`src/design/abi_pkg.sv`:
```
// Shared types, constants and coefficient tables of the Adams-Bashforth integrator.
package abi_pkg;

    localparam int VALUE_W  = 32;
    localparam int PIDX_W   = 10;
    localparam int COMP_W   = 2;
    localparam int ORDER_W  = 3;
    localparam int STEP_W   = 32;
    localparam int SUM_W    = 48;
    localparam int WEIGHT_W = 16;
    localparam int DEN_W    = 11;
    localparam int AVG_W    = 40;
    localparam int AVG_HALF = AVG_W / 2;
    localparam int DIV_BITS = 6;
    localparam int DIV_CYCLES = SUM_W / DIV_BITS;
    localparam int FRAC_W   = 16;

    localparam logic CMD_LOAD    = 1'b0;
    localparam logic CMD_ADVANCE = 1'b1;

    localparam int CFG_IDX_W = 1;
    localparam logic [CFG_IDX_W-1:0] CFG_MAX_ORDER = 1'b0;
    localparam logic [CFG_IDX_W-1:0] CFG_STEP_SIZE = 1'b1;

    localparam logic [ORDER_W-1:0] MAX_ORDER_RESET = 3'd4;
    localparam logic [STEP_W-1:0]  STEP_SIZE_RESET = 32'd65536;
    localparam logic [ORDER_W-1:0] STEPS_MAX       = 3'd6;

    typedef logic signed [VALUE_W-1:0] value_t;

    typedef struct packed {
        logic                 start;
        logic [ORDER_W-1:0]   order;
        logic [ORDER_W-1:0]   head;
        value_t               value;
    } hist_req_t;

    typedef struct packed {
        logic    done;
        value_t  position;
        logic    saturated;
    } scale_res_t;

    function automatic logic signed [WEIGHT_W-1:0] ab_weight(
        input logic [ORDER_W-1:0] order,
        input logic [ORDER_W-1:0] k
    );
        logic signed [WEIGHT_W-1:0] w;
        w = '0;
        case (order)
            3'd1:
            begin
                case (k)
                    3'd0: w = 16'sd1;
                    default: w = '0;
                endcase
            end
            3'd2:
            begin
                case (k)
                    3'd0: w = 16'sd3;
                    3'd1: w = -16'sd1;
                    default: w = '0;
                endcase
            end
            3'd3:
            begin
                case (k)
                    3'd0: w = 16'sd23;
                    3'd1: w = -16'sd16;
                    3'd2: w = 16'sd5;
                    default: w = '0;
                endcase
            end
            3'd4:
            begin
                case (k)
                    3'd0: w = 16'sd55;
                    3'd1: w = -16'sd59;
                    3'd2: w = 16'sd37;
                    3'd3: w = -16'sd9;
                    default: w = '0;
                endcase
            end
            3'd5:
            begin
                case (k)
                    3'd0: w = 16'sd1901;
                    3'd1: w = -16'sd2774;
                    3'd2: w = 16'sd2616;
                    3'd3: w = -16'sd1274;
                    3'd4: w = 16'sd251;
                    default: w = '0;
                endcase
            end
            3'd6:
            begin
                case (k)
                    3'd0: w = 16'sd4277;
                    3'd1: w = -16'sd7923;
                    3'd2: w = 16'sd9982;
                    3'd3: w = -16'sd7298;
                    3'd4: w = 16'sd2877;
                    3'd5: w = -16'sd475;
                    default: w = '0;
                endcase
            end
            default: w = '0;
        endcase
        return w;
    endfunction

    function automatic logic [DEN_W-1:0] ab_den(input logic [ORDER_W-1:0] order);
        logic [DEN_W-1:0] d;
        case (order)
            3'd2: d = 11'd2;
            3'd3: d = 11'd12;
            3'd4: d = 11'd24;
            3'd5: d = 11'd720;
            3'd6: d = 11'd1440;
            default: d = 11'd1;
        endcase
        return d;
    endfunction

endpackage

```
`src/design/abi_scale.sv`:
```
// Step-size scaling in two partial products, position update and saturation.
module abi_scale (
    input  logic                              clk,
    input  logic                              rst_n,
    input  logic                              start,
    input  logic signed [abi_pkg::AVG_W-1:0]  avg,
    input  abi_pkg::value_t                   pos,
    input  logic [abi_pkg::STEP_W-1:0]        step_size,
    output abi_pkg::scale_res_t               res
);
    import abi_pkg::*;

    localparam int PP_W  = STEP_W + AVG_HALF + 2;
    localparam int ACC_W = STEP_W + AVG_W + 1;
    localparam int RES_W = ACC_W - FRAC_W + 1;

    typedef enum logic [4:0] {
        SC_IDLE = 5'b00001,
        SC_LO   = 5'b00010,
        SC_HI   = 5'b00100,
        SC_ACC  = 5'b01000,
        SC_SAT  = 5'b10000
    } sc_state_t;

    sc_state_t               state_reg;
    sc_state_t               state_next;
    logic                    done_reg;

    logic signed [AVG_W-1:0] avg_reg;
    value_t                  pos_reg;
    logic [STEP_W-1:0]       step_reg;
    logic signed [PP_W-1:0]  p_reg;
    logic signed [ACC_W-1:0] acc_reg;
    value_t                  position_reg;
    logic                    sat_reg;

    logic signed [STEP_W:0]     mul_a;
    logic signed [AVG_HALF:0]   mul_b;
    logic signed [PP_W-1:0]     pp;
    logic signed [RES_W-1:0]    upd;
    logic [RES_W-VALUE_W:0]     upd_top;

    always_comb
    begin
        mul_a = $signed({1'b0, step_reg});
        if (state_reg == SC_LO)
        begin
            mul_b = $signed({1'b0, avg_reg[AVG_HALF-1:0]});
        end
        else
        begin
            mul_b = $signed({avg_reg[AVG_W-1], avg_reg[AVG_W-1:AVG_HALF]});
        end
        pp      = PP_W'(mul_a) * PP_W'(mul_b);
        upd     = RES_W'(pos_reg) + RES_W'(acc_reg >>> FRAC_W);
        upd_top = upd[RES_W-1:VALUE_W-1];
    end

    always_comb
    begin
        state_next = state_reg;
        case (state_reg)
            SC_IDLE: if (start) state_next = SC_LO;
            SC_LO:   state_next = SC_HI;
            SC_HI:   state_next = SC_ACC;
            SC_ACC:  state_next = SC_SAT;
            SC_SAT:  state_next = SC_IDLE;
            default: state_next = SC_IDLE;
        endcase
    end

    always_ff @(posedge clk or negedge rst_n)
    begin
        if (!rst_n)
        begin
            state_reg <= SC_IDLE;
            done_reg  <= 1'b0;
        end
        else
        begin
            state_reg <= state_next;
            done_reg  <= (state_reg == SC_SAT);
        end
    end

    always_ff @(posedge clk)
    begin
        case (state_reg)
            SC_IDLE:
            begin
                if (start)
                begin
                    avg_reg  <= avg;
                    pos_reg  <= pos;
                    step_reg <= step_size;
                end
            end
            SC_LO:
            begin
                p_reg <= pp;
            end
            SC_HI:
            begin
                acc_reg <= ACC_W'(p_reg);
                p_reg   <= pp;
            end
            SC_ACC:
            begin
                acc_reg <= acc_reg + (ACC_W'(p_reg) <<< AVG_HALF);
            end
            SC_SAT:
            begin
                if ((upd_top != '0) && (upd_top != '1))
                begin
                    sat_reg      <= 1'b1;
                    position_reg <= upd[RES_W-1] ? $signed({1'b1, {(VALUE_W-1){1'b0}}})
                                                 : $signed({1'b0, {(VALUE_W-1){1'b1}}});
                end
                else
                begin
                    sat_reg      <= 1'b0;
                    position_reg <= upd[VALUE_W-1:0];
                end
            end
            default:
            begin
            end
        endcase
    end

    assign res.done      = done_reg;
    assign res.position  = position_reg;
    assign res.saturated = sat_reg;

endmodule

```
`config.mk`:
```
export PLATFORM = sky130hd
export DESIGN_NAME = abi_scale
export DESIGN_NICKNAME = d
export VERILOG_FILES = /design/src/design/abi_pkg.sv /design/src/design/abi_scale.sv
export SDC_FILE = /design/constraint.sdc
export NUM_CORES = 2
export LEC_CHECK = 0
export BUFFER_PORTS_ARGS = -buffer_cell sky130_fd_sc_hd__buf_2
export CORE_UTILIZATION = 48
export CTS_CLUSTER_DIAMETER = 100
export DETAILED_ROUTE_END_ITERATION = 16
export HOLD_SLACK_MARGIN = 0.03
export PLACE_DENSITY = 0.67
export SLEW_MARGIN = 20
export SYNTH_ARGS = -nofsm -noshare
export SYNTH_HDL_FRONTEND = slang
export SYNTH_SLANG_ARGS = --single-unit
```
`constraint.sdc`:
```
create_clock -name clk -period 12.2 [get_ports clk]
set_input_delay 1.83 -clock clk [delete_from_list [all_inputs] [get_ports clk]]
set_output_delay 1.83 -clock clk [all_outputs]
set_load 0.01 [all_outputs]
```
## Yosys cells after proc, flatten, opt, wreduce, memory -nomap -nowiden

Cells that the tools add are included.
Widths: inputs -> output; s select.

| word-level totals | value |
|---|---|
| register bits after elaboration | 270 |
| input bits | 107 |
| output and inout bits | 34 |
| logic and storage cells | 31 |

| operators by class | value |
|---|---|
| add/sub/neg operators | 2 |
| multipliers | 1 |
| equal/unequal tests | 7 |
| multiplexer cells | 7 |
| reductions and logical operators | 5 |

Operators with widths:

| cell | number |
|---|---|
| $pmux 73 s2 | 1 |
| $add 73x73->73 | 1 |
| $mux 32 | 2 |
| $add 32x57->58 | 1 |
| $mul 33x21->54 | 1 |
| $ne 27x27->1 const B | 1 |
| $reduce_bool 27->1 | 1 |
| $mux 21 | 1 |
| $pmux 5 s4 | 1 |
| $eq 5x1->1 const B | 1 |
| $eq 5x2->1 const B | 1 |
| $eq 5x3->1 const B | 1 |
| $eq 5x4->1 const B | 1 |
| $eq 5x5->1 const B | 1 |
| $mux 5 | 1 |
| $ne 2x2->1 const B | 1 |
| $reduce_and 2->1 | 1 |
| $reduce_bool 2->1 | 1 |
| $reduce_or 2->1 | 1 |
| $logic_and 1x1->1 | 1 |
| $mux 1 | 1 |

## Longest topological paths before layout

| depth | value |
|---|---|
| depth after elaboration | 4 |
| mapped depth | 38 |
| mapped depth without buffers | 34 |

## Worst setup path before layout

OpenSTA, ideal clock, no wires.

| timing | value |
|---|---|
| path type | input to register |
| from | in start |
| to | reg avg_reg[0] (enable) |
| setup time | 0.822 ns |
| arrival time | 11.707 ns |
| data required time | 11.378 ns |
| slack | -0.329 ns |
| stages | 2 |
| path buffers | 0 |
| cells stage by stage | nand2_1 > nor4_1 |

| on the way | value |
|---|---|
| word-level cells in the longest chain between the ends | 1 |

Ends and longest elaborated chain:

| item | line | text |
|---|---|---|
| from (decl) | abi_scale.sv:5 | `input logic start,` |
| $reduce_and 2->1 (no source line) | - |  |
| to (signal assigned) | abi_scale.sv:93 | `avg_reg <= avg;` |
| to (decl) | abi_scale.sv:29 | `logic signed [AVG_W-1:0] avg_reg;` |

Every way passes these cells.
A chain may end at the register's enable or synchronous reset.

## Final worst setup path

| timing | value |
|---|---|
| from | reg state_reg[2] |
| to | reg p_reg[51], data pin |

| on the way | value |
|---|---|
| word-level cells in the longest chain between the ends | 3 |

Ends and longest elaborated chain:

| item | line | text |
|---|---|---|
| from (decl) | abi_scale.sv:25 | `sc_state_t state_reg;` |
| from (signal assigned) | abi_scale.sv:81 | `state_reg <= state_next;` |
| $eq 5x2->1 | abi_scale.sv:46 | `if (state_reg == SC_LO)` |
| $mux 21 | abi_scale.sv:46 |  |
| $mul 33x21->54 | abi_scale.sv:54 | `pp = PP_W'(mul_a) * PP_W'(mul_b);` |
| named net pp[51] | abi_scale.sv:39 | `logic signed [PP_W-1:0] pp;` |
| to (signal assigned) | abi_scale.sv:100 | `p_reg <= pp;` |
| to (signal assigned) | abi_scale.sv:105 | `p_reg <= pp;` |
| to (decl) | abi_scale.sv:32 | `logic signed [PP_W-1:0] p_reg;` |

The timed path passes the listed nets, and every way through them passes these cells.

==> impl_metrics.csv <==
group,metric,value,unit
clock_network,postCtsSetupBuffers,0,
final_layout,diodes,0,
sta,period_minus_slack,11.10,ns
critical_path,cp_max_fo,32,
detailed_routing,drt_wl_total,92200,um
synth,synth_top_cell_by_area,"fa_1",
clock_network,clock_latency,0.61,ns
final_layout,final_layout_size_suffix_gt1_share,6.48,%
global_routing,grtUsageTotal,24.2,%
final_layout,multiInputGateArea,0.0261,mm^2
critical_path,cp-end-kind,"flop",
detailed_routing,drtPass1Iterations,5,
synth,ys_seq_area_share,20.4,%
floorplan,die_area,0.0785,mm^2
final_layout,design_area,0.0395,mm^2
synth,avgSynthCellArea,9.43,um^2
sta,slew_headroom,24.7,%
final_layout,fillers,7128,
sta,rsz0062_at_grt,"no",
synth,synth_cell_types,101,
critical_path,crit_top_cell,"fa_1",
status,status,"completed",
clock_network,cts_tree,"yes",
clock_network,cts_max_level,1,
floorplan,num_io_pins,141,
synth,synth.area.top_cells,"fa_1 (31%), edfxtp_1 (20%), ha_1 (10%)",
critical_path,worstSetupPathType,"reg2reg",
detailed_routing,vias,26900,
clock_network,clkTransAtPathRegs,0.06,ns
critical_path,max_stage_delay,0.88,ns
synth,synth_most_common_cell,"inv_1",
final_layout,register_area,0.00760,mm^2
clock_network,ctsResizeCount,0,
sta,worst_pin_slew,1.13,ns
sta,hold_viol,0,
critical_path,cp.arrival,11.45,ns
detailed_routing,viasPerCell,5.37,
placed_design,dpl_cell_area,0.0386,mm^2
detailed_routing,wire_per_inst,18.4,um
global_routing,grt_pass1_wl,150000,um
synth,synth_commonest_cells,"inv_1 (692), nand2_1 (575), fa_1 (570)",
clock_network,hold_buffers,0,
sta,fmax,0.0901,GHz
placed_design,globalplace.congestion,0.937,
critical_path,crit_path_top_delay_cell,"or4b_1",
final_layout,syn2layout_area_growth,6.34,%
clock_network,cts_sinks,254,
critical_path,start_kind,"flop",
synth,syn-num-nets,4927,
clock_network,cts_buffer_depth,3,
sta,setup_viol,0,
synth,synth_edf_count,248,
detailed_routing,antenna_left,0,
global_routing,antenna_found_initial,0,
synth,synth.top_cell.area_share,30.7,%
critical_path,required,12.55,ns
global_routing,grt-ovfl-total,0,
clock_network,cts-root-buf,"clkbuf_16",
critical_path,critPathTopFamily,"adder cells",
floorplan,coreArea,0.0763,mm^2
synth,synth_warnings,0,
critical_path,critPathBufInv,5,
global_routing,grt.busiest_layer,"met2",
synth,netlist_area,0.0372,mm^2
final_layout,largest_reg_flops,57,
global_routing,grt_pass1_vias,28000,
placed_design,dp.final_hpwl,74200,um
synth,syn_inst,3942,
synth,synth_ff_type,"edfxtp_1",
floorplan,rows,101,
placed_design,io_buffers,140,
sta,fin_crit_sh,91.0,%
min_path,hold_path_class,"reg2reg",
detailed_routing,drc,0,
synth,async_flop_share,2.36,%
synth,synth_seq_cells,254,
flow_run,drv_cap,0,
sta,timing.clock.skew,0.0164,ns
floorplan,initial_core_util,48.7,%
global_routing,gr-usage-met1,34.2,%
global_routing,grtUsageMet3,4.91,%
global_routing,use_met2,38.4,%
sta,slew_viol_final,0,
clock_network,cts_made_buffers,30,
global_routing,grt_max_degree,88,
floorplan,die_w,280,um
sta,setup_tns,0,ns
final_layout,nNetsFinal,4946,
critical_path,r2r_setup_slack,1.10,ns
floorplan,dieHeight,280,um
detailed_routing,first_iter_violations,1774,
-- per-stage QoR --
step / hold WS (ns) / setup slack (ns) / util, % / std cells
final: 0.575 / 1.10 / 51.8 / 5014
after global routing: 0.607 / 0.249 / 51.8 / 5014
after CTS: 0.582 / 1.11 / 51.8 / 5014
after detailed placement: 0.574 / 1.14 / 50.5 / 4959
after global placement: 0.569 / 1.41 / 50.5 / 4959
after floorplan: 0.495 / 3.15 / - / 3942
-- layout make-up --
cell class                      count  share of cell area, %
Tap cell                         1030                   3.26
Clock inverter                     17                  0.370
Multi-Input combinational cell   2808                   66.1
Timing Repair Buffer              174                   2.42
Inverter                          693                   6.58
Clock buffer                       38                   2.03
Sequential cell                   254                   19.2
-- layout by cell type, fill, tap and decap left out, types with 55 or more instances in the layout --
cell and instances:
a21o_1 114, a21oi_1 175, and2_1 290, buf_2 140, edfxtp_1 248, fa_1 570
ha_1 308, inv_1 692, nand2_1 572, nor2_1 108, o21ai_0 132, xnor2_1 85
xor2_1 55
-- worst paths after layout --
kind | cells past startpoint | start | end
hold reg to reg | 1 | state_reg[4]$_DFFE_PN0P_ | state_reg[1]$_DFFE_PN0P_
max in group asynchronous | 1 | rst_n | state_reg[0]$_DFFE_PN1P_
setup / recovery | 31 | state_reg[2]$_DFFE_PN0P_ | p_reg[51]$_DFFE_PP_
hold / removal | 1 | state_reg[4]$_DFFE_PN0P_ | state_reg[1]$_DFFE_PN0P_
setup reg to reg | 31 | state_reg[2]$_DFFE_PN0P_ | p_reg[51]$_DFFE_PP_
min in group asynchronous | 1 | rst_n | state_reg[1]$_DFFE_PN0P_
-- worst register-to-register path: cells and delay by family, from the launching register on --
family | cells | cell delay, ns
simple gates | 6 | 2.60
flops | 1 | 0.40
compound gates | 11 | 3.05
xor+xnor | 1 | 0.16
buf+inv | 5 | 0.89
fa+ha+maj | 8 | 3.73
-- metal layers --
| layer | vias up | wire (um) |
|---|---|---|
| met5 | - | 0 |
| met4 | 0 | 2000 |
| met3 | 115 | 7370 |
| met2 | 924 | 40800 |
| met1 | 13300 | 42100 |
| li1 | 12600 | - |
-- cell families after synthesis --
logic type      Yosys count  synth area share, %
fa+ha+maj               878                 41.1
simple gates           1187                 15.4
buf+inv                 880                 9.32
flops                   254                 20.4
xor+xnor                140                 3.30
mux                       6                0.172
compound gates          597                 10.3
Power is not shown: default switching activity piles up to over one toggle a cycle in this logic, so the estimate is an artifact.
