### config.mk
export PLATFORM = sky130hd
export DESIGN_NAME = abi_div
export DESIGN_NICKNAME = d
export VERILOG_FILES = /design/src/design/abi_pkg.sv /design/src/design/abi_div.sv
export SDC_FILE = /design/constraint.sdc
export NUM_CORES = 1
export LEC_CHECK = 0
export CAP_MARGIN = 20
export CORE_UTILIZATION = 57
export CTS_CLUSTER_SIZE = 8
export DETAILED_ROUTE_END_ITERATION = 7
export DONT_BUFFER_PORTS = 1
export PLACE_DENSITY = 0.82
export SYNTH_ARGS = -nofsm -noshare
export SYNTH_HDL_FRONTEND = slang
export SYNTH_SLANG_ARGS = --single-unit
### constraint.sdc
create_clock -name clk -period 19.87 [get_ports clk]
set_input_delay 0.9935 -clock clk [delete_from_list [all_inputs] [get_ports clk]]
set_output_delay 0.9935 -clock clk [all_outputs]
set_load 0.1 [all_outputs]
### src/design/abi_pkg.sv
// Shared types, constants and coefficient tables of the Adams-Bashforth integrator.
package abi_pkg;

    localparam int VALUE_W  = 32;
    localparam int PIDX_W   = 10;
    localparam int COMP_W   = 2;
    localparam int ORDER_W  = 3;
    localparam int STEP_W   = 32;
    localparam int SUM_W    = 48;
    localparam int WEIGHT_W = 16;
    localparam int DEN_W    = 11;
    localparam int AVG_W    = 40;
    localparam int AVG_HALF = AVG_W / 2;
    localparam int DIV_BITS = 6;
    localparam int DIV_CYCLES = SUM_W / DIV_BITS;
    localparam int FRAC_W   = 16;

    localparam logic CMD_LOAD    = 1'b0;
    localparam logic CMD_ADVANCE = 1'b1;

    localparam int CFG_IDX_W = 1;
    localparam logic [CFG_IDX_W-1:0] CFG_MAX_ORDER = 1'b0;
    localparam logic [CFG_IDX_W-1:0] CFG_STEP_SIZE = 1'b1;

    localparam logic [ORDER_W-1:0] MAX_ORDER_RESET = 3'd4;
    localparam logic [STEP_W-1:0]  STEP_SIZE_RESET = 32'd65536;
    localparam logic [ORDER_W-1:0] STEPS_MAX       = 3'd6;

    typedef logic signed [VALUE_W-1:0] value_t;

    typedef struct packed {
        logic                 start;
        logic [ORDER_W-1:0]   order;
        logic [ORDER_W-1:0]   head;
        value_t               value;
    } hist_req_t;

    typedef struct packed {
        logic    done;
        value_t  position;
        logic    saturated;
    } scale_res_t;

    function automatic logic signed [WEIGHT_W-1:0] ab_weight(
        input logic [ORDER_W-1:0] order,
        input logic [ORDER_W-1:0] k
    );
        logic signed [WEIGHT_W-1:0] w;
        w = '0;
        case (order)
            3'd1:
            begin
                case (k)
                    3'd0: w = 16'sd1;
                    default: w = '0;
                endcase
            end
            3'd2:
            begin
                case (k)
                    3'd0: w = 16'sd3;
                    3'd1: w = -16'sd1;
                    default: w = '0;
                endcase
            end
            3'd3:
            begin
                case (k)
                    3'd0: w = 16'sd23;
                    3'd1: w = -16'sd16;
                    3'd2: w = 16'sd5;
                    default: w = '0;
                endcase
            end
            3'd4:
            begin
                case (k)
                    3'd0: w = 16'sd55;
                    3'd1: w = -16'sd59;
                    3'd2: w = 16'sd37;
                    3'd3: w = -16'sd9;
                    default: w = '0;
                endcase
            end
            3'd5:
            begin
                case (k)
                    3'd0: w = 16'sd1901;
                    3'd1: w = -16'sd2774;
                    3'd2: w = 16'sd2616;
                    3'd3: w = -16'sd1274;
                    3'd4: w = 16'sd251;
                    default: w = '0;
                endcase
            end
            3'd6:
            begin
                case (k)
                    3'd0: w = 16'sd4277;
                    3'd1: w = -16'sd7923;
                    3'd2: w = 16'sd9982;
                    3'd3: w = -16'sd7298;
                    3'd4: w = 16'sd2877;
                    3'd5: w = -16'sd475;
                    default: w = '0;
                endcase
            end
            default: w = '0;
        endcase
        return w;
    endfunction

    function automatic logic [DEN_W-1:0] ab_den(input logic [ORDER_W-1:0] order);
        logic [DEN_W-1:0] d;
        case (order)
            3'd2: d = 11'd2;
            3'd3: d = 11'd12;
            3'd4: d = 11'd24;
            3'd5: d = 11'd720;
            3'd6: d = 11'd1440;
            default: d = 11'd1;
        endcase
        return d;
    endfunction

endpackage

### src/design/abi_div.sv
// Radix-2 restoring divider of the history sum by the order's denominator.
module abi_div (
    input  logic                              clk,
    input  logic                              rst_n,
    input  logic                              start,
    input  logic signed [abi_pkg::SUM_W-1:0]  sum,
    input  logic [abi_pkg::ORDER_W-1:0]       order,
    output logic                              done,
    output logic signed [abi_pkg::AVG_W-1:0]  avg
);
    import abi_pkg::*;

    localparam int CNT_W = (DIV_CYCLES > 1) ? $clog2(DIV_CYCLES) : 1;

    logic               busy_reg;
    logic               done_reg;
    logic [CNT_W-1:0]   cnt_reg;
    logic [SUM_W-1:0]   work_reg;
    logic [DEN_W-1:0]   rem_reg;
    logic [DEN_W-1:0]   den_reg;
    logic               neg_reg;

    logic [SUM_W-1:0]   work_next;
    logic [DEN_W-1:0]   rem_next;
    logic [DEN_W:0]     trial;
    logic [AVG_W-1:0]   quot;

    // DIV_BITS quotient bits per cycle; remainder stays below the denominator
    always_comb
    begin
        work_next = work_reg;
        rem_next  = rem_reg;
        trial     = '0;
        for (int i = 0; i < DIV_BITS; i++)
        begin
            trial     = {rem_next, work_next[SUM_W-1]};
            work_next = {work_next[SUM_W-2:0], 1'b0};
            if (trial >= {1'b0, den_reg})
            begin
                trial        = trial - {1'b0, den_reg};
                work_next[0] = 1'b1;
            end
            rem_next = trial[DEN_W-1:0];
        end
    end

    assign quot = work_reg[AVG_W-1:0];
    assign avg  = neg_reg ? -$signed(quot) : $signed(quot);
    assign done = done_reg;

    always_ff @(posedge clk or negedge rst_n)
    begin
        if (!rst_n)
        begin
            busy_reg <= 1'b0;
            done_reg <= 1'b0;
            cnt_reg  <= '0;
        end
        else
        begin
            done_reg <= 1'b0;
            if (start)
            begin
                busy_reg <= 1'b1;
                cnt_reg  <= '0;
            end
            else if (busy_reg)
            begin
                cnt_reg <= cnt_reg + 1'b1;
                if (cnt_reg == CNT_W'(DIV_CYCLES - 1))
                begin
                    busy_reg <= 1'b0;
                    done_reg <= 1'b1;
                end
            end
        end
    end

    always_ff @(posedge clk)
    begin
        if (start)
        begin
            work_reg <= sum[SUM_W-1] ? SUM_W'(-sum) : SUM_W'(sum);
            rem_reg  <= '0;
            den_reg  <= ab_den(order);
            neg_reg  <= sum[SUM_W-1];
        end
        else if (busy_reg)
        begin
            work_reg <= work_next;
            rem_reg  <= rem_next;
        end
    end

endmodule

Yosys cells after proc, flatten, opt, wreduce, memory -nomap -nowiden
Cells that the tools add are included.
W data, S select, Z words.
{"block": "totals", "register_bits": 76, "in_bits": 54, "output_inout_bits": 41, "elab_cells": 54}
{"block": "op_classes", "add_sub_neg": 9, "magnitude_cmp": 6, "n_eq_ne": 6, "muxes": 25, "reduce_logical": 1}
{"cell": "$mux W48", "n": 3}
{"cell": "$ge A12 B11 Y1", "n": 6}
{"cell": "$mux W11", "n": 6}
{"cell": "$sub A11 B11 Y11", "n": 6}
{"cell": "$pmux W11 S5", "n": 1}
{"cell": "$neg A48 Y48", "n": 1}
{"cell": "$mux W40", "n": 1}
{"cell": "$neg A40 Y40", "n": 1}
{"cell": "$eq A3 B3 Y1 const B", "n": 4}
{"cell": "$mux W1", "n": 12}
{"cell": "$eq A3 B2 Y1 const B", "n": 2}
{"cell": "$mux W3", "n": 2}
{"cell": "$add A3 B1 Y3 const B", "n": 1}
{"cell": "$reduce_bool A2 Y1", "n": 1}

Longest topological paths before layout
Gate-level depths: netlist (run 1).
{"block": "logic_depth", "word_depth": 14, "depth_mapped": 69, "depth_no_buf": 63}

Worst setup path before layout (run 1)
No wires, ideal clock.
{"block": "synth_path", "path_type": "reg2reg", "startpoint": "reg den_reg[0]", "endpoint": "reg work_reg[0], data pin", "setup_time_ns": 0.260, "t_arrival_ns": 13.138, "required_ns": 19.610, "path_slack_ns": 6.472, "path_stages_with_launch": 63, "n_path_buf": 5, "period_less_slack_ns": 13.398, "path_cell_list": "edfxtp_1 > ha_1 > fa_1 > nand2b_1 > a211oi_2 > o31ai_2 > nand2_1 > clkbuf_1 > a21oi_1 > fa_1 > a211oi_1 > o211ai_1 > a221oi_1 > o21ai_0 > or2_1 > buf_2 > mux2_2 > ha_1 > (+27 left out) > a21oi_1 > o31a_1 > nor2_1 > clkbuf_1 > nand2_1 > o21ai_0 > ha_1 > nor2b_1 > o21ai_0 > a21boi_0 > o21ai_0 > a21boi_0 > o21ai_0 > nand2b_1 > a21o_1 > a31oi_1 > nand3_1 > mux2_2"}
{"block": "synth_between", "elab_chain_len": 14, "elab_cells_between_ends": 19, "cone_classes": "add/sub (5); order compare (6); mux (8)"}
{"item": "start: declaration", "line": "abi_div.sv:20", "text": "logic [DEN_W-1:0] den_reg;"}
{"item": "start signal: assignment", "line": "abi_div.sv:85", "text": "den_reg <= ab_den(order);"}
{"item": "$sub A11 B11 Y11 / $ge A12 B11 Y1 (equally long branches)", "line": "abi_div.sv:40, abi_div.sv:38"}
{"item": "$mux W11", "line": "abi_div.sv:38", "text": "if (trial >= {1'b0, den_reg})"}
{"item": "$sub A11 B11 Y11 / $ge A12 B11 Y1 (equally long branches)", "line": "abi_div.sv:40, abi_div.sv:38"}
{"item": "$mux W11", "line": "abi_div.sv:38"}
{"item": "$sub A11 B11 Y11 / $ge A12 B11 Y1 (equally long branches)", "line": "abi_div.sv:40, abi_div.sv:38"}
{"item": "$mux W11", "line": "abi_div.sv:38"}
{"item": "$sub A11 B11 Y11 / $ge A12 B11 Y1 (equally long branches)", "line": "abi_div.sv:40, abi_div.sv:38"}
{"item": "$mux W11", "line": "abi_div.sv:38"}
{"item": "$sub A11 B11 Y11 / $ge A12 B11 Y1 (equally long branches)", "line": "abi_div.sv:40, abi_div.sv:38"}
{"item": "$mux W11", "line": "abi_div.sv:38"}
{"item": "$ge A12 B11 Y1 (*)", "line": "abi_div.sv:38"}
{"item": "$mux W1 (*)", "line": "abi_div.sv:38"}
{"item": "$mux W48 (*)", "line": "abi_div.sv:88", "text": "else if (busy_reg)"}
{"item": "$mux W48 (*)", "line": "abi_div.sv:81", "text": "if (start)"}
{"item": "end signal: assignment", "line": "abi_div.sv:83", "text": "work_reg <= sum[SUM_W-1] ? SUM_W'(-sum) : SUM_W'(sum);"}
{"item": "end signal: assignment", "line": "abi_div.sv:90", "text": "work_reg <= work_next;"}
{"item": "end: declaration", "line": "abi_div.sv:18", "text": "logic [SUM_W-1:0] work_reg;"}
Every way passes the cells marked *; elsewhere a longest branch is shown, timed or not. The select of a mux whose other input is x is not followed.
A chain may end at the register's enable or synchronous reset.

Final worst setup path (run 1)
{"block": "layout_path", "startpoint": "reg den_reg[9]", "endpoint": "reg work_reg[0], data pin"}
{"block": "layout_between", "elab_chain_len": 14, "elab_cells_between_ends": 19, "cone_classes": "add/sub (5); order compare (6); mux (8)"}
{"item": "$sub A11 B11 Y11 / $ge A12 B11 Y1 (equally long branches)", "line": "abi_div.sv:40, abi_div.sv:38"}
{"item": "$mux W11", "line": "abi_div.sv:38"}
{"item": "$sub A11 B11 Y11 / $ge A12 B11 Y1 (equally long branches)", "line": "abi_div.sv:40, abi_div.sv:38"}
{"item": "$mux W11", "line": "abi_div.sv:38"}
{"item": "$ge A12 B11 Y1 / $sub A11 B11 Y11 (equally long branches)", "line": "abi_div.sv:38, abi_div.sv:40"}
{"item": "$mux W11", "line": "abi_div.sv:38"}
{"item": "$sub A11 B11 Y11 / $ge A12 B11 Y1 (equally long branches)", "line": "abi_div.sv:40, abi_div.sv:38"}
{"item": "$mux W11", "line": "abi_div.sv:38"}
{"item": "$sub A11 B11 Y11 / $ge A12 B11 Y1 (equally long branches)", "line": "abi_div.sv:40, abi_div.sv:38"}
{"item": "$mux W11", "line": "abi_div.sv:38"}
{"item": "$ge A12 B11 Y1 (*)", "line": "abi_div.sv:38"}
{"item": "$mux W1 (*)", "line": "abi_div.sv:38"}
{"item": "$mux W48 (*)", "line": "abi_div.sv:88"}
{"item": "$mux W48 (*)", "line": "abi_div.sv:81"}
Marked as above.

==> run_results.csv, run 1 <==
group,metric,value,unit
status,result_of_the_run,"finished clean",
sta,skew,0.00619,ns
critical_path,end_kind,"flop",
cts,postCtsResizedCells,0,
route,ant_nets,0,
floorplanning,die_ht,124,µm
synthesis,syn-num-nets,1160,
cts,clock_tree.root_cell,"sky130_fd_sc_hd__clkbuf_16",
synthesis,ys_seq_area_frac,0.243,
critical_path,max_stage_delay,0.66,ns
sta,max_freq,63.6,MHz
synthesis,yosys_most_used_dff,"sky130_fd_sc_hd__edfxtp_1",
sta,tightestPinTransition,1.12,ns
synthesis,synthCells,1030,
job,cap_violations,0,
global_route,grt_pass1_wl,39.9,mm
layout,final_layout_size_suffix_gt1_frac,0.129,
cts,tritoncts_clock_tree,"built",
global_route,first_global_vias,7864,
cts,cts_max_path_buffers,2,
floorplanning,core_region_area,14500,µm²
synthesis,syn_area_per_cell,8.22,µm²
synthesis,synth.yosys.warnings,0,
global_route,grt_start_max_net_pins,115,
synthesis,synth_area,8470,µm²
route,viasPerCell,6.65,
cts,post_cts_hold_buffer_count,0,
critical_path,critical_path.max_fanout,19,
sta,grt_setup_unrepaired,"false",
cts,cts_htree_levels,3,
critical_path,crit_buf_inv,3,
sta,slew_headroom,0.253,
critical_path,slowest_stage,"sky130_fd_sc_hd__a21boi_2",
cts,numClockSinks,73,
critical_path,critical_path_arrival,15.81,ns
route,count_of_unresolved_drc_violations_after_routing,0,
layout,final_nets,1178,
global_route,antenna_violations_before_repair,0,
layout,number_of_antenna_cells_inserted,0,
synthesis,post-synth-top-area-cell,"sky130_fd_sc_hd__edfxtp_1",
floorplanning,ioPinCount,95,
floorplanning,die_area,15300,µm²
synthesis,post_synth_main_area_contributors,"sky130_fd_sc_hd__edfxtp_1, sky130_fd_sc_hd__ha_1, sky130_fd_sc_hd__xor2_1",
critical_path,crit_type,"reg2reg",
floorplanning,floorplan.initialDensity,0.583,
sta,portion_of_the_clock_cycle_consumed_by_the_worst_path_in_the_final_layout,0.791,
critical_path,cp_top_family,"compound AO/OA/AOI/OAI gates",
cts,insertion_delay,0.34,ns
worst_hold_path,hp-class,"in2async",
sta,final-setup-viol-count,0,
floorplanning,die_width,124,µm
cts,postCtsSetupRepairBufs,0,
layout,largest_register_ffs,48,
place,gp_congestion,0.956,
layout,areaGrowthSynthToFinish,16.0,%
floorplanning,core.rowCount,44,
synthesis,synth_cell_types,76,
sta,finalMaxSlewViolations,0,
critical_path,required,19.96,ns
cts,clk_pin_slew,0.06,ns
synthesis,proportion_of_register_bits_with_asynchronous_set_or_reset_after_synthesis,0.0685,
synthesis,ys_seq_elements,73,
sta,period_minus_ws_final,15.72,ns
sta,timing.final.hold_violations,0,
route,routed_wirelength,25.6,mm
global_route,global_router_s_overall_resource_usage,0.340,
global_route,grt_overflow_total,0,
critical_path,critical_path.most_common_cell,"sky130_fd_sc_hd__o21ai_0",
critical_path,startpoint_class,"flop",
place,portBuffers,0,
route,avgRoutedWirePerCell,20.7,µm
route,number_of_drc_violations_after_detailed_routing_iteration_0,758,
cts,cts-buffers-inserted,9,
synthesis,synth_top_area_share,0.202,
route,dr_total_vias,8232,
sta,setup_total_negative_slack,0,ns
place,dp_hpwl,19.3,mm
synthesis,synth_edf_count,57,
route,detailedRoute.firstPassIterationCount,6,
## cells in the mapped netlist, types with 7 or more instances
master and n:
sky130_fd_sc_hd__nand4_1 18, sky130_fd_sc_hd__nand3_1 23, sky130_fd_sc_hd__a221o_1 7, sky130_fd_sc_hd__or3_1 17, sky130_fd_sc_hd__nand2b_1 17, sky130_fd_sc_hd__o21a_1 7, sky130_fd_sc_hd__mux2i_1 9, sky130_fd_sc_hd__clkbuf_1 27
sky130_fd_sc_hd__a21o_1 16, sky130_fd_sc_hd__inv_1 61, sky130_fd_sc_hd__edfxtp_1 57, sky130_fd_sc_hd__a21boi_0 10, sky130_fd_sc_hd__dfxtp_1 11, sky130_fd_sc_hd__o211ai_1 9, sky130_fd_sc_hd__a21oi_1 80, sky130_fd_sc_hd__mux2_2 9
sky130_fd_sc_hd__o31ai_1 28, sky130_fd_sc_hd__nor3_1 13, sky130_fd_sc_hd__o21ai_0 65, sky130_fd_sc_hd__xor2_1 61, sky130_fd_sc_hd__ha_1 70, sky130_fd_sc_hd__or4_1 15, sky130_fd_sc_hd__xnor2_1 58, sky130_fd_sc_hd__a31oi_1 7
sky130_fd_sc_hd__nand2_1 74, sky130_fd_sc_hd__nor2b_1 14, sky130_fd_sc_hd__nor4_1 9, sky130_fd_sc_hd__o41ai_1 14, sky130_fd_sc_hd__nor2_1 100, sky130_fd_sc_hd__a211oi_1 12
## path summary, 6_finish.rpt
check | start | end | slack, ns | cells past startpoint
min in group clk | cnt_reg[1] | cnt_reg[1] | 0.54 | 2
min | rst_n | cnt_reg[1] | 0.34 | 0
max reg2reg | den_reg[9] | work_reg[0] | 4.15 | 58
max in group asynchronous | rst_n | cnt_reg[2] | 19.46 | 0
max | den_reg[9] | work_reg[0] | 4.15 | 58
min reg2reg | cnt_reg[1] | cnt_reg[1] | 0.54 | 2
## cells by family (layout without fill, tap and decap cells)
group / count (synthesis) / count (layout) / synth area share
and+or+nand+nor: 338 / 338 / 0.204
AOI/OAI and AO/OA: 311 / 311 / 0.247
xor gates and xnor gates: 119 / 119 / 0.123
buffers and inverters: 95 / 118 / 0.0430
adders and majority gates: 76 / 76 / 0.118
DFF: 73 / 73 / 0.243
muxes: 18 / 18 / 0.0226
## metrics by stage
step	hold WS (ns)	std cells	util	worst slack, ns	area, µm²
final	0.340	1237	0.676	4.15	9820
after global routing	0.327	1237	0.676	2.49	9820
after CTS	0.336	1237	0.676	4.42	9820
after detailed placement	0.524	1221	0.653	4.52	9500
after global placement	0.511	1201	0.620	4.91	9010
after floorplan	0.443	1030	-	6.47	8470
## layout make-up
class	count	area (µm²)
inverters	61	229
flip-flops and latches	73	2060
fillers	1139	4710
repair buffers	41	646
clock buffers	9	225
well taps	184	230
multi-input cells	862	6340
clock inverters	7	101
## cells in the final DEF, fill, tap and decap left out, drive strengths merged, types with 11 or more instances in the layout
| master | Yosys | routed |
|---|---|---|
| nor2 | 101 | 101 |
| a21oi | 80 | 80 |
| nand2 | 75 | 75 |
| ha | 70 | 70 |
| o21ai | 68 | 68 |
| inv | 61 | 63 |
| xor2 | 61 | 61 |
| xnor2 | 58 | 58 |
| edfxtp | 57 | 57 |
| buf | 7 | 41 |
| o31ai | 30 | 30 |
| nand3 | 23 | 23 |
| or3 | 20 | 20 |
| nand4 | 18 | 18 |
| nand2b | 18 | 18 |
| or4 | 17 | 17 |
| a21o | 16 | 16 |
| o41ai | 15 | 15 |
| nor2b | 14 | 14 |
| nor3 | 13 | 13 |
| a211oi | 13 | 13 |
| dfxtp | 11 | 11 |
| a21boi | 11 | 11 |
## layer usage
layer	GRT usage	vias up	part of all wire
met5	0	-	0
met4	0.148	0	0.036
met3	0.0710	69	0.088
met2	0.565	401	0.48
met1	0.426	3883	0.40
li1	-	3879	-
Power of run 1 is not shown: default switching activity piles up to over one toggle a cycle in this logic, so the estimate is an artifact.
==> run 2, diff against run 1 <==
PLACE_DENSITY = 0.85   (was 0.82)
clock period = 13.8 ns   (was 19.87 ns; I/O delays follow)
==> run 2 against run 1 <==
  * Die area did not move
  * Sequential share of layout area is 0.53 points lower
  * Final area up 2.6%
  * Via count grew 3.6%
  * Clock-buffer cell count rose by 1
  * Non-clock buffer count rose by 28
  * Critical path type unchanged
  * Register-to-register slack worse by 3.5 ns
  * Global-route usage up 1.2 points
  * Critical path depth increased by 2
  * Worst setup slack worse by 3.5 ns
  * Final cell count rose by 2.3%
==> run_results.csv, run 2 (synthesized netlist as in run 1, its figures left out) <==
group,metric,value,unit
cts,clock_tree.root_cell,"sky130_fd_sc_hd__clkbuf_16",
global_route,grt_overflow_total,0,
layout,final_core_util,0.694,
layout,commonest_non_fill_non_tap_cells_in_the_layout,"sky130_fd_sc_hd__nor2_1, sky130_fd_sc_hd__a21oi_1, sky130_fd_sc_hd__nand2_1",
critical_path,r2r_slack,0.62,ns
route,routed_wirelength,26.9,mm
sta,timing.final.hold_violations,0,
critical_path,critical_path.most_common_cell,"sky130_fd_sc_hd__o21ai_1",
route,dr_total_vias,8528,
layout,largest_register_ffs,48,
layout,final_nets,1206,
critical_path,critical_path_arrival,13.40,ns
place,gp_congestion,1.01,
floorplanning,ioPinCount,95,
critical_path,endpoint_of_the_worst_slack_reg_to_reg_timing_path,"rem_reg[7]",
status,result_of_the_run,"finished clean",
critical_path,required,14.02,ns
route,avgRoutedWirePerCell,21.3,µm
global_route,antenna_violations_before_repair,0,
floorplanning,core.rowCount,44,
global_route,global_router_s_overall_resource_usage,0.352,
cts,post_cts_hold_buffer_count,0,
floorplanning,die_area,15300,µm²
critical_path,crit_type,"reg2reg",
critical_path,end_kind,"flop",
critical_path,reg_to_reg_critical_path_startpoint,"work_reg[47]",
worst_hold_path,hp-class,"in2async",
floorplanning,floorplan.initialDensity,0.583,
critical_path,crit_buf_inv,4,
place,dp_hpwl,20.1,mm
cts,numClockSinks,73,
sta,tightestPinTransition,1.18,ns
cts,insertion_delay,0.35,ns
layout,most_frequent_standard_cell_in_the_layout_excluding_fill_and_tap_cells,"sky130_fd_sc_hd__nor2_1",
critical_path,r2r_cells,60,
cts,cts-buffers-inserted,9,
route,count_of_unresolved_drc_violations_after_routing,0,
sta,portion_of_the_clock_cycle_consumed_by_the_worst_path_in_the_final_layout,0.955,
critical_path,max_stage_delay,0.45,ns
cts,tritoncts_clock_tree,"built",
sta,final-setup-viol-count,0,
cts,clk_pin_slew,0.07,ns
layout,areaGrowthSynthToFinish,19.0,%
route,number_of_drc_violations_after_detailed_routing_iteration_0,810,
floorplanning,die_ht,124,µm
route,ant_nets,0,
sta,slew_headroom,0.211,
global_route,grt_pass1_wl,41.2,mm
job,cap_violations,0,
sta,skew,0.0116,ns
layout,number_of_antenna_cells_inserted,0,
critical_path,startpoint_class,"flop",
critical_path,cp_top_family,"compound AO/OA/AOI/OAI gates",
global_route,first_global_vias,8126,
sta,max_freq,75.9,MHz
route,viasPerCell,6.74,
sta,finalMaxSlewViolations,0,
cts,cts_max_path_buffers,2,
critical_path,critical_path.max_fanout,10,
floorplanning,core_region_area,14500,µm²
global_route,grt_start_max_net_pins,115,
sta,period_minus_ws_final,13.18,ns
layout,final_layout_size_suffix_gt1_frac,0.167,
floorplanning,die_width,124,µm
cts,cts_htree_levels,3,
critical_path,slowest_stage,"sky130_fd_sc_hd__fa_1",
place,portBuffers,0,
route,detailedRoute.firstPassIterationCount,6,
==> run 2: cell type report <==
class | instances | area [µm²]
multi-input combinational | 862 | 6470
tap | 184 | 230
timing repair buffer | 69 | 798
clock inverter | 6 | 41.3
fill | 1068 | 4450
clock buffer | 10 | 250
inverter | 61 | 229
sequential | 73 | 2060
==> run 2: per-layer routing <==
metal,global-route usage,wire length [µm],vias to the layer above
met4,0.151,1010,0
met2,0.602,13100,495
li1,-,-,3935
met1,0.421,10300,4003
met5,0,0,-
met3,0.0842,2500,95
==> run 2: worst max path at each step <==
stage                      start     endpoint  slack (ns)  cells past startpoint
finish              work_reg[47]   rem_reg[7]        0.62                     60
global route        work_reg[47]   rem_reg[7]       -0.18                     60
CTS                   den_reg[0]   rem_reg[7]        0.06                     59
detailed placement    den_reg[0]   rem_reg[7]       -0.14                     59
global placement      den_reg[0]   rem_reg[4]        0.33                     61
floorplan             den_reg[0]  work_reg[0]        0.40                     62
==> run 2: per-stage QoR <==
stage	setup TNS, ns	worst slack (ns)	area (µm²)	hold WS, ns	std cells
3_5_place_dp	-0.652	-0.137	9590	0.395	1241
2_1_floorplan	0	0.402	8470	0.394	1030
4_1_cts	0	0.0615	9910	0.0302	1257
5_1_grt	-1.29	-0.176	10100	0.0225	1265
6_report	0	0.621	10100	0.0221	1265
3_3_place_gp	0	0.333	9170	0.394	1222
==> run 2: timing repair <==
| item | CTS | global route |
|---|---|---|
| setup endpoints to repair | 12 | 12 |
| resized for setup | 7 | 33 |
| buffers inserted | 0 | 8 |
| pin swaps | 0 | 5 |
Power of run 2 is left out for the same reason.
==> run 3, diff against run 2 <==
ABC_AREA = 1   (was not set)
==> run 3 against run 2 <==
  * Worst hold slack better by 0.024 ns
  * Fmax rose by 7.8%
  * Critical path depth increased by 5
  * Critical path type unchanged
  * Highest routed layer unchanged
  * First-iteration DRC count down 2.5%
==> run_results.csv, run 3 <==
group,metric,value,unit
cts,numClockSinks,73,
synthesis,yosys_most_used_dff,"sky130_fd_sc_hd__edfxtp_1",
place,placement_stage_cell_area,9820,µm²
route,avgRoutedWirePerCell,16.5,µm
layout,number_of_antenna_cells_inserted,0,
layout,final_nets,1476,
cts,postCtsSetupRepairBufs,0,
route,routed_wirelength,25.9,mm
layout,area_of_all_placed_cells_without_fillers,10200,µm²
synthesis,main_combinational_cell_family_by_area_after_synthesis,"simple AND/OR/NAND/NOR gates",
place,portBuffers,0,
synthesis,synth_edf_count,57,
layout,most_frequent_standard_cell_in_the_layout_excluding_fill_and_tap_cells,"sky130_fd_sc_hd__nand2_1",
global_route,global_router_s_overall_resource_usage,0.315,
global_route,grt_pass1_wl,40.9,mm
synthesis,syn-num-nets,1479,
critical_path,endpoint_of_the_worst_slack_reg_to_reg_timing_path,"work_reg[0]",
critical_path,end_kind,"flop",
critical_path,reg_to_reg_critical_path_startpoint,"den_reg[8]",
critical_path,r2r_cells,65,
critical_path,r2r_slack,1.58,ns
critical_path,endpoint,"work_reg[0]",
critical_path,crit_type,"reg2reg",
global_route,first_global_vias,8644,
floorplanning,core.rowCount,46,
critical_path,critical_path_arrival,12.40,ns
sta,period_minus_ws_final,12.22,ns
synthesis,ys_seq_area_frac,0.224,
cts,insertion_delay,0.34,ns
place,gp_congestion,0.996,
route,viasPerCell,5.78,
cts,post_cts_hold_buffer_count,0,
synthesis,synthMostInstantiatedCell,"sky130_fd_sc_hd__nand2_1",
job,cap_violations,0,
synthesis,syn_area_per_cell,6.81,µm²
layout,areaGrowthSynthToFinish,10.9,%
status,result_of_the_run,"finished clean",
cts,postCtsResizedCells,0,
cts,tritoncts_clock_tree,"built",
sta,max_freq,81.8,MHz
layout,final_layout_size_suffix_gt1_frac,0.107,
critical_path,required,13.98,ns
synthesis,synth_top_area_share,0.186,
floorplanning,die_width,129,µm
sta,final-setup-viol-count,0,
synthesis,post-synth-top-area-cell,"sky130_fd_sc_hd__edfxtp_1",
sta,portion_of_the_clock_cycle_consumed_by_the_worst_path_in_the_final_layout,0.886,
synthesis,xor_xnor_cell_area_share_of_the_yosys_netlist,0.120,
synthesis,synth.yosys.warnings,0,
synthesis,synth_commonest_cells,"sky130_fd_sc_hd__nand2_1, sky130_fd_sc_hd__inv_1, sky130_fd_sc_hd__nor2_1, sky130_fd_sc_hd__nand3_1, sky130_fd_sc_hd__xor2_1",
synthesis,post_synth_mux_area_share,0,
cts,clk_pin_slew,0.06,ns
critical_path,critical_path.max_fanout,18,
cts,cts_htree_levels,3,
route,dr_total_vias,9049,
sta,skew,0.00665,ns
worst_hold_path,hp-class,"in2async",
cts,clock_tree.root_cell,"sky130_fd_sc_hd__clkbuf_16",
critical_path,startpoint_class,"flop",
layout,commonest_non_fill_non_tap_cells_in_the_layout,"sky130_fd_sc_hd__nand2_1, sky130_fd_sc_hd__inv_1, sky130_fd_sc_hd__nor2_1",
route,ant_nets,0,
synthesis,synthCells,1349,
global_route,antenna_violations_before_repair,0,
synthesis,synth_cell_types,56,
floorplanning,core_region_area,15800,µm²
global_route,grt_start_max_net_pins,49,
floorplanning,floorplan.initialDensity,0.580,
layout,fillers,1368,
route,number_of_drc_violations_after_detailed_routing_iteration_0,790,
sta,tightestPinTransition,1.20,ns
floorplanning,die_ht,129,µm
critical_path,max_stage_delay,0.65,ns
synthesis,synth_area,9180,µm²
critical_path,critical_path.most_common_cell,"sky130_fd_sc_hd__nand2_1",
sta,timing.hold.ws,0.0463,ns
layout,largest_register_ffs,48,
critical_path,slowest_stage,"sky130_fd_sc_hd__a21oi_1",
cts,cts_max_path_buffers,2,
synthesis,synth-compound-area-share,0.107,
cts,cts-buffers-inserted,9,
synthesis,ys_seq_elements,73,
sta,timing.final.hold_violations,0,
sta,grt_setup_unrepaired,"false",
place,dp_hpwl,19.8,mm
floorplanning,ioPinCount,95,
sta,setup_total_negative_slack,0,ns
sta,slew_headroom,0.202,
route,count_of_unresolved_drc_violations_after_routing,0,
floorplanning,die_area,16600,µm²
synthesis,proportion_of_register_bits_with_asynchronous_set_or_reset_after_synthesis,0.0685,
sta,finalMaxSlewViolations,0,
critical_path,worst_setup_path_startpoint,"den_reg[8]",
synthesis,post_synth_main_area_contributors,"sky130_fd_sc_hd__edfxtp_1, sky130_fd_sc_hd__nand2_1, sky130_fd_sc_hd__ha_1",
route,detailedRoute.firstPassIterationCount,6,
synthesis,adder_cell_share_of_the_synthesized_area,0.108,
synthesis,post_synth_and_or_nand_nor_area_fraction,0.345,
global_route,grt_overflow_total,0,
## run 3: changes by cell type after synthesis, moves of 18 or more
cell                      delta
sky130_fd_sc_hd__a21oi_1    -19
sky130_fd_sc_hd__nand2_1   +278
sky130_fd_sc_hd__nand4_1    +24
sky130_fd_sc_hd__nand3_1    +67
sky130_fd_sc_hd__o31ai_1    -23
sky130_fd_sc_hd__inv_1     +111
sky130_fd_sc_hd__nand2_2    +19
sky130_fd_sc_hd__xor2_1     +18
## run 3: logic make-up (layout without fill, tap and decap cells)
family / Yosys count / count (layout)
simple gates: 685 / 685
buf+inv: 216 / 217
compound gates: 174 / 174
xor+xnor: 125 / 125
fa+ha+maj: 76 / 76
flops: 73 / 73
## run 3: through the flow
| step | utilization | setup slack [ns] | cells |
|---|---|---|---|
| after global routing | 0.643 | 0.439 | 1566 |
| after floorplan | - | 3.96 | 1349 |
| final | 0.643 | 1.58 | 1566 |
| after global placement | 0.608 | 2.24 | 1542 |
| after detailed placement | 0.621 | 1.89 | 1550 |
| after CTS | 0.642 | 1.88 | 1565 |
## run 3: worst min path at each step
stage                     to  slack, ns  depth (start not counted)
floorplan           busy_reg       0.39                          0
global placement        done       0.39                          0
detailed placement      done       0.39                          0
CTS                     done       0.04                          0
global route            done       0.04                          0
finish                  done       0.05                          0
## run 3: final cells by class
type,instances,area [µm²],share of cell area
clock inverter,6,108,0.0106
inverter,177,664,0.0652
sequential,73,2060,0.202
tap,216,270,0.0265
timing repair buffer,25,343,0.0337
multi-input combinational,1060,6520,0.640
clock buffer,9,225,0.0221
## run 3: per-layer routing
layer / track usage / routed length (µm)
met2: 0.540 / 12600
met5: 0 / 0
met3: 0.0665 / 1960
met4: 0.142 / 1010
met1: 0.379 / 10300
## run 3: worst max-delay path: cells and delay by family (launching register included)
kind	cells	cell delay (ns)
and+or+nand+nor	35	5.05
DFF	1	0.36
adders and majority gates	6	2.20
AOI/OAI and AO/OA	16	3.57
buffers and inverters	8	0.89
Power of run 3 is left out for the same reason.
